$ cat config.mk
export PLATFORM = sky130hd
export DESIGN_NAME = mwm_sqrt_stage
export DESIGN_NICKNAME = d
export VERILOG_FILES = /design/src/design/mwm_pkg.sv /design/src/design/mwm_sqrt_stage.sv
export SDC_FILE = /design/constraint.sdc
export NUM_CORES = 1
export LEC_CHECK = 0
export ABC_AREA = 1
export BUFFER_PORTS_ARGS = -buffer_cell sky130_fd_sc_hd__buf_2
export CAP_MARGIN = 5
export CORE_MARGIN = 4
export CORE_UTILIZATION = 50
export CTS_CLUSTER_DIAMETER = 40
export DETAILED_ROUTE_END_ITERATION = 10
export PLACE_DENSITY = 0.69
export SYNTH_ARGS = -nofsm -noshare
export SYNTH_HDL_FRONTEND = slang
export SYNTH_SLANG_ARGS = --single-unit
$ cat constraint.sdc
create_clock -name clk -period 12.7 [get_ports clk]
set_input_delay 2.54 -clock clk [delete_from_list [all_inputs] [get_ports clk]]
set_output_delay 2.54 -clock clk [all_outputs]
set_load 0.05 [all_outputs]
$ cat src/design/mwm_pkg.sv
package mwm_pkg;

  localparam int SQRT_STAGES     = 4;
  localparam int ITERS_PER_STAGE = 4;

  localparam logic [1:0] REG_TRANSLATION_GAIN = 2'd0;
  localparam logic [1:0] REG_ROTATION_GAIN    = 2'd1;
  localparam logic [1:0] REG_POWER_LIMIT      = 2'd2;

  localparam logic [6:0] TRANSLATION_GAIN_RESET = 7'd48;
  localparam logic [6:0] ROTATION_GAIN_RESET    = 7'd25;
  localparam logic [6:0] POWER_LIMIT_RESET      = 7'd100;

  // partial remainder and root of the digit-by-digit square root
  typedef struct packed {
    logic [31:0] rem;
    logic [31:0] res;
  } sqrt_t;

endpackage

$ cat src/design/mwm_sqrt_stage.sv
module mwm_sqrt_stage #(
  parameter int FIRST = 0
) (
  input  logic          clk,
  input  logic          en,
  input  mwm_pkg::sqrt_t d,
  output mwm_pkg::sqrt_t q
);

  mwm_pkg::sqrt_t work;
  logic [32:0]    bit_w;
  logic [32:0]    trial;

  // four root digits per stage
  always_comb begin
    work  = d;
    bit_w = '0;
    trial = '0;
    for (int j = 0; j < mwm_pkg::ITERS_PER_STAGE; j++) begin
      bit_w = 33'd1 << (30 - 2 * (FIRST + j));
      trial = {1'b0, work.res} + bit_w;
      if ({1'b0, work.rem} >= trial) begin
        work.rem = work.rem - trial[31:0];
        work.res = (work.res >> 1) + bit_w[31:0];
      end else begin
        work.res = work.res >> 1;
      end
    end
  end

  always_ff @(posedge clk) begin
    if (en) begin
      q <= work;
    end
  end

endmodule

# --- Yosys cells after proc, flatten, opt, wreduce, memory -nomap -nowiden ---
# Index checks and enable logic that the tools add are counted.
totals:
  reg_bits: 64
  word_cells: 27
classes:
  n_addsub: 12
  magnitude_cmp: 4
  mux: 8
ops:
  columns: ["cell", "n"]
  rows:
  - ["$mux 32", 7]
  - ["$ge 32x33->1", 4]
  - ["$sub 32x32->32", 4]
  - ["$add 32x25->33 const B", 1]
  - ["$add 32x27->33 const B", 1]
  - ["$add 32x29->33 const B", 1]
  - ["$add 32x31->33 const B", 1]
  - ["$add 31x25->32 const B", 1]
  - ["$add 31x27->32 const B", 1]
  - ["$add 31x29->32 const B", 1]
  - ["$add 31x31->32 const B", 1]
  - ["$mux 31", 1]

# --- Longest topological paths before layout ---
# Gate-level depths: netlist (run 1).
depth:
  word_depth: 12
  ltp_mapped: 68

# --- Worst setup path before layout (run 1) ---
# No wires, ideal clock.
synth_path:
  kind: "input port to flip-flop"
  start: "in d[14] (netlist name)"
  end: "reg q[56] (netlist name), data pin"
  setup_ns: 0.253
  t_arrival_ns: 9.930
  required_time_ns: 12.447
  slack_ns: 2.517
  stages: 58
  n_path_buf: 3
  path_cell_list: "inv_1 ha_1 a21oi_2 inv_1 a31oi_1 o21ai_1 a21oi_2 inv_2 nand2_2 nand2_2 nand2_4 nand2_8 buf_6 ha_1 ha_1 nand2_1 xnor2_1 inv_1 (+22 left out) buf_6 buf_2 nand3_1 nand2_1 ha_1 inv_1 fa_1 nand2_1 nand2_1 a21oi_1 o21ai_1 a21oi_1 o21ai_1 a21oi_1 o21bai_1 xor2_1 nand2_1 nand2_1"
synth_lines:
  columns: ["element", "line", "source"]
  rows:
  - ["from (decl)", "mwm_sqrt_stage.sv:6", "input mwm_pkg::sqrt_t d,"]
  - ["to (signal assigned)", "mwm_sqrt_stage.sv:33", "q <= work;"]
  - ["to (decl)", "mwm_sqrt_stage.sv:7", "output mwm_pkg::sqrt_t q"]

==> results of run 1 <==
per-layer routing:
layer,routed length (um),track usage (%),vias to the layer above
met2,19170,49.54,514
met1,19260,40.93,6023
li1,-,-,6741
met5,0,0,-
met4,1549,10.04,0
met3,2673,2.880,74
worst max-delay path: cells and delay by family:
kind	cells	cell delay (ps)
adder cells (fa/ha/maj)	7	2300
AND/OR/NAND/NOR	23	2690
buffers and inverters	9	1490
XOR/XNOR	2	340
AO/OA/AOI/OAI	12	2600
worst paths after layout:
path	startpoint	end	slack [ps]	cells after the start
worst max-delay path	d[14]	q[60]$_DFFE_PP_	790	53
worst min-delay path	d[8]	q[4]$_DFFE_PP_	2390	1
final cells by class:
class | instances | area (um^2) | area share [%]
Timing Repair Buffer | 139 | 733.2 | 5.358
Sequential cell | 64 | 1922 | 14.05
Multi-Input combinational cell | 1607 | 9273 | 67.77
Tap cell | 324 | 405.4 | 2.963
Clock inverter | 7 | 38.79 | 0.2835
Clock buffer | 9 | 225.2 | 1.646
Inverter | 286 | 1086 | 7.937
cells by family (layout without fill, tap and decap cells):
logic type      Yosys count  count (layout)  share of synthesized area [%]
fa+ha+maj               141             141                          14.43
flops                    64              64                          15.39
compound gates          292             292                          13.38
buf+inv                 313             441                          10.33
xor+xnor                121             121                          8.639
simple gates           1052            1052                          37.79
other cells               1               1                        0.03004
layout by cell type (no fill, tap or decap), types with 43 or more instances in the layout:
cell type,netlist,final
inv_1,276,276
nand3_1,136,136
xor2_1,60,60
ha_1,136,136
o21ai_0,73,73
a21oi_1,142,142
nand2_2,43,43
edfxtp_1,64,64
buf_2,13,129
nor2_1,138,138
xnor2_1,60,60
nand2_1,585,585
per-stage QoR:
stage          hold WS [ps]  worst slack (ps)  utilization (%)
2_1_floorplan          2639              2517                -
3_3_place_gp           2730             413.2            54.84
3_5_place_dp           2732             331.8            54.84
4_1_cts                2381             628.5            55.92
5_1_grt                2385             47.99            55.94
6_report               2388             788.7            55.94
==> results_dict.tcl, run 1 <==
set metrics [dict create \
    min_path_type "in -> reg" \
    setup_tns_ps 0 \
    path_common_cell "nand2_1" \
    via_count 13350 \
    final_cell_area_um2 13680 \
    ys_seq_elements 64 \
    cts.clk_slew.worst_paths_ps 60 \
    hold_violations 0 \
    drtAntennaViolNets 0 \
    start_util_pct 51.04 \
    first_global_vias 12540 \
    cts_hold_buf 0 \
    setup_viol 0 \
    avgSynthCellArea_um2 6.293 \
    slew_headroom_pct 27.77 \
    die_x_um 166.0 \
    grt_max_degree 65 \
    io_buffers 129 \
    cts_buffer_depth 2 \
    synth_edf_count 64 \
    path_max_fanout 38 \
    drive_gt1_share_pct 12.50 \
    slowest_stage "ha_1" \
    rsz0062_at_grt "no" \
    crit_arrival_ps 11990 \
    grt_use_total_pct 29.88 \
    drt-total-wl_mm 42.65 \
    ios 130 \
    numCtsBuffers 9 \
    place_hpwl_mm 37.14 \
    cts_root_buffer "clkbuf_16" \
    overflow 0 \
    fp.dieH_um 166.0 \
    yosys_warnings 0 \
    dieArea_um2 27560 \
    coreArea_um2 24460 \
    max_clock_freq_ghz 0.08395 \
    tritoncts "yes" \
    reg_top3 "q: 64 flops" \
    maxCapViolations 0 \
    yosysMostFrequentCell "nand2_1" \
    cp-end-kind "flop" \
    placed_cell_area_um2 13410 \
    numClockSinks 64 \
    finalMaxSlewViolations 0 \
    nNetsFinal 2314 \
    tightest_slew_ps 1074 \
    antenna-diode-count 0 \
    wl_per_cell_um 17.51 \
    cts_setup_buffers 0 \
    yosysTopAreaCell "nand2_1" \
    synth_nets 2191 \
    largest-register "q" \
    fin_crit_ps 11910 \
    yosys.area.top_type_share_pct 17.59 \
    htreeDepth 3 \
    rows 57 \
    dr.pass1.iters 6 \
    ys_seq_area_share_pct 15.39 \
    syn_inst 1984 \
    crit_required_ps 12780 \
    gp_congestion 1.028 \
    syn_to_final_growth_pct 9.601 \
    nFillCells 2476 \
    grt_pass1_wl_mm 66.56 \
    criticalPathCategory "in -> reg" \
    startpoint_type "primary input" \
    cts_resized 0 \
    via_per_inst 5.481 \
    drc 0 \
    outcome "finished clean" \
    synth_ff_type "edfxtp_1" \
    drtIter0Drc 1213 \
    max_stage_delay_ps 490 \
    final_cells 2436 \
    syn-cell-area_um2 12480 \
    async_reset_ff_share_pct 0 \
    antenna_found_initial 0 \
    synth_area_leaders "nand2_1 18%, edfxtp_1 15%, ha_1 14%, inv_1 8.3%, a21oi_1 5.7%" \
    synthDistinctLibCells 54 \
    fin_crit_sh_pct 93.79 \
    synthTopCellsByCount "585 x nand2_1, 276 x inv_1, 142 x a21oi_1" \
    largest_reg_flops 64 \
    placed_cells 2420 \
]
Power of run 1 is not shown: default switching activity piles up to over one toggle a cycle in this logic, so the estimate is an artifact.
==> inputs of run 2 (changes only) <==
--- a/config.mk
+++ b/config.mk
@@ -6,7 +6,7 @@
 export NUM_CORES = 1
 export LEC_CHECK = 0
 export ABC_AREA = 1
-export BUFFER_PORTS_ARGS = -buffer_cell sky130_fd_sc_hd__buf_2
+export BUFFER_PORTS_ARGS = -buffer_cell sky130_fd_sc_hd__clkbuf_2
 export CAP_MARGIN = 5
 export CORE_MARGIN = 4
 export CORE_UTILIZATION = 50
==> run 2 against run 1 <==
  * Count of clock-buffer cells in the layout rose by 1
  * Design area rose by 0.73%
  * Utilization rose by 0.41 points
  * Hold slack improved by 6.9 ps
  * Final cell count rose by 0.16%
  * Setup slack got worse by 96 ps
  * Non-clock buffer count is 4 higher
  * Flip-flop and latch count unchanged
  * Global-route usage increased by 0.28 points
==> results_dict.tcl, run 2 (synthesis results as in run 1) <==
set metrics [dict create \
    nNetsFinal 2318 \
    setup_tns_ps 0 \
    die_x_um 166.0 \
    criticalPathCategory "in -> reg" \
    cts_resized 0 \
    via_count 13390 \
    nFillCells 2514 \
    drtIter0Drc 1314 \
    antenna_found_initial 0 \
    pre_cts_ws_ps 414.0 \
    largest-register "q" \
    syn_to_final_growth_pct 10.40 \
    startpoint_type "primary input" \
    antenna-diode-count 0 \
    drt-total-wl_mm 43.15 \
    htreeDepth 3 \
    start_util_pct 51.04 \
    hold_violations 0 \
    first_global_vias 12750 \
    rows 57 \
    drive_gt1_share_pct 12.76 \
    cp-end-kind "flop" \
    rsz0062_at_grt "no" \
    cts.clk_slew.worst_paths_ps 60 \
    ios 130 \
    wl_per_cell_um 17.68 \
    final_cell_mix "585 x nand2_1, 276 x inv_1, 142 x a21oi_1" \
    numClockSinks 64 \
    max_clock_freq_ghz 0.08328 \
    finalMaxSlewViolations 0 \
    final_common_cell "nand2_1" \
    path_common_cell "nand2_1" \
    cts_setup_buffers 0 \
    cts_root_buffer "clkbuf_16" \
    slowest_stage "ha_1" \
    hold_ws_ps 2395 \
    crit_arrival_ps 12060 \
    gp_congestion 1.031 \
    via_per_inst 5.489 \
    grt_pass1_wl_mm 67.21 \
    tightest_slew_ps 817.8 \
    slew_headroom_pct 44.98 \
    dr.pass1.iters 7 \
    overflow 0 \
    cts_hold_buf 0 \
    setup_slack_ps 692.7 \
    crit_required_ps 12750 \
    fin_crit_ps 12010 \
    drc 0 \
    fin_crit_sh_pct 94.55 \
    coreArea_um2 24460 \
    reg_top3 "q: 64 flops" \
    setup_viol 0 \
    grt_max_degree 65 \
    io_buffers 129 \
    drtAntennaViolNets 0 \
    maxCapViolations 0 \
    min_path_type "in -> reg" \
    dieArea_um2 27560 \
    path_max_fanout 38 \
    crit_buf_inv 11 \
    largest_reg_flops 64 \
    fp.dieH_um 166.0 \
    outcome "finished clean" \
    max_stage_delay_ps 500 \
    numCtsBuffers 9 \
    grt_use_total_pct 30.16 \
    crit_family "simple AND/OR/NAND/NOR gates" \
    cts_buffer_depth 2 \
    tritoncts "yes" \
    place_hpwl_mm 37.48 \
]
## run 2: cell types whose count changed in the layout (fill, tap and decap cells not counted)
cell	change
buf_2	-129
buf_4	+4
bufinv_16	+3
clkbuf_1	+1
clkbuf_2	+129
clkinv_1	-3
clkinv_2	+1
clkinvlp_4	-2
inv_2	+1
inv_4	-1
## run 2: per-stage QoR
step	instance area (um^2)	cells	util, %
6_report	13780	2440	56.34
5_1_grt	13780	2440	56.34
4_1_cts	13780	2440	56.33
3_5_place_dp	13440	2424	54.96
3_3_place_gp	13440	2424	54.96
2_1_floorplan	12480	1984	-
## run 2: final cells by class
cell class / count / area (um^2) / share of cell area (%)
Multi-Input combinational cell: 1607 / 9273 / 67.27
Clock inverter: 6 / 107.6 / 0.7807
Sequential cell: 64 / 1922 / 13.94
Inverter: 286 / 1084 / 7.861
Tap cell: 324 / 405.4 / 2.941
Clock buffer: 10 / 229.0 / 1.661
Timing Repair Buffer: 143 / 763.2 / 5.537
## run 2: final timing paths
kind	to	startpoint	cells after the start	slack [ps]
setup / recovery	q[54]$_DFFE_PP_	d[14]	54	690
hold / removal	q[3]$_DFFE_PP_	d[7]	1	2390
## run 2: per-layer routing
layer,GRT usage [%],share of wire (%),up-vias
met4,12.63,4.7,0
met2,49.09,44,541
met3,2.642,6.5,82
met1,41.20,44,6022
met5,0,0,-
li1,-,-,6747
Power of run 2 is left out for the same reason.
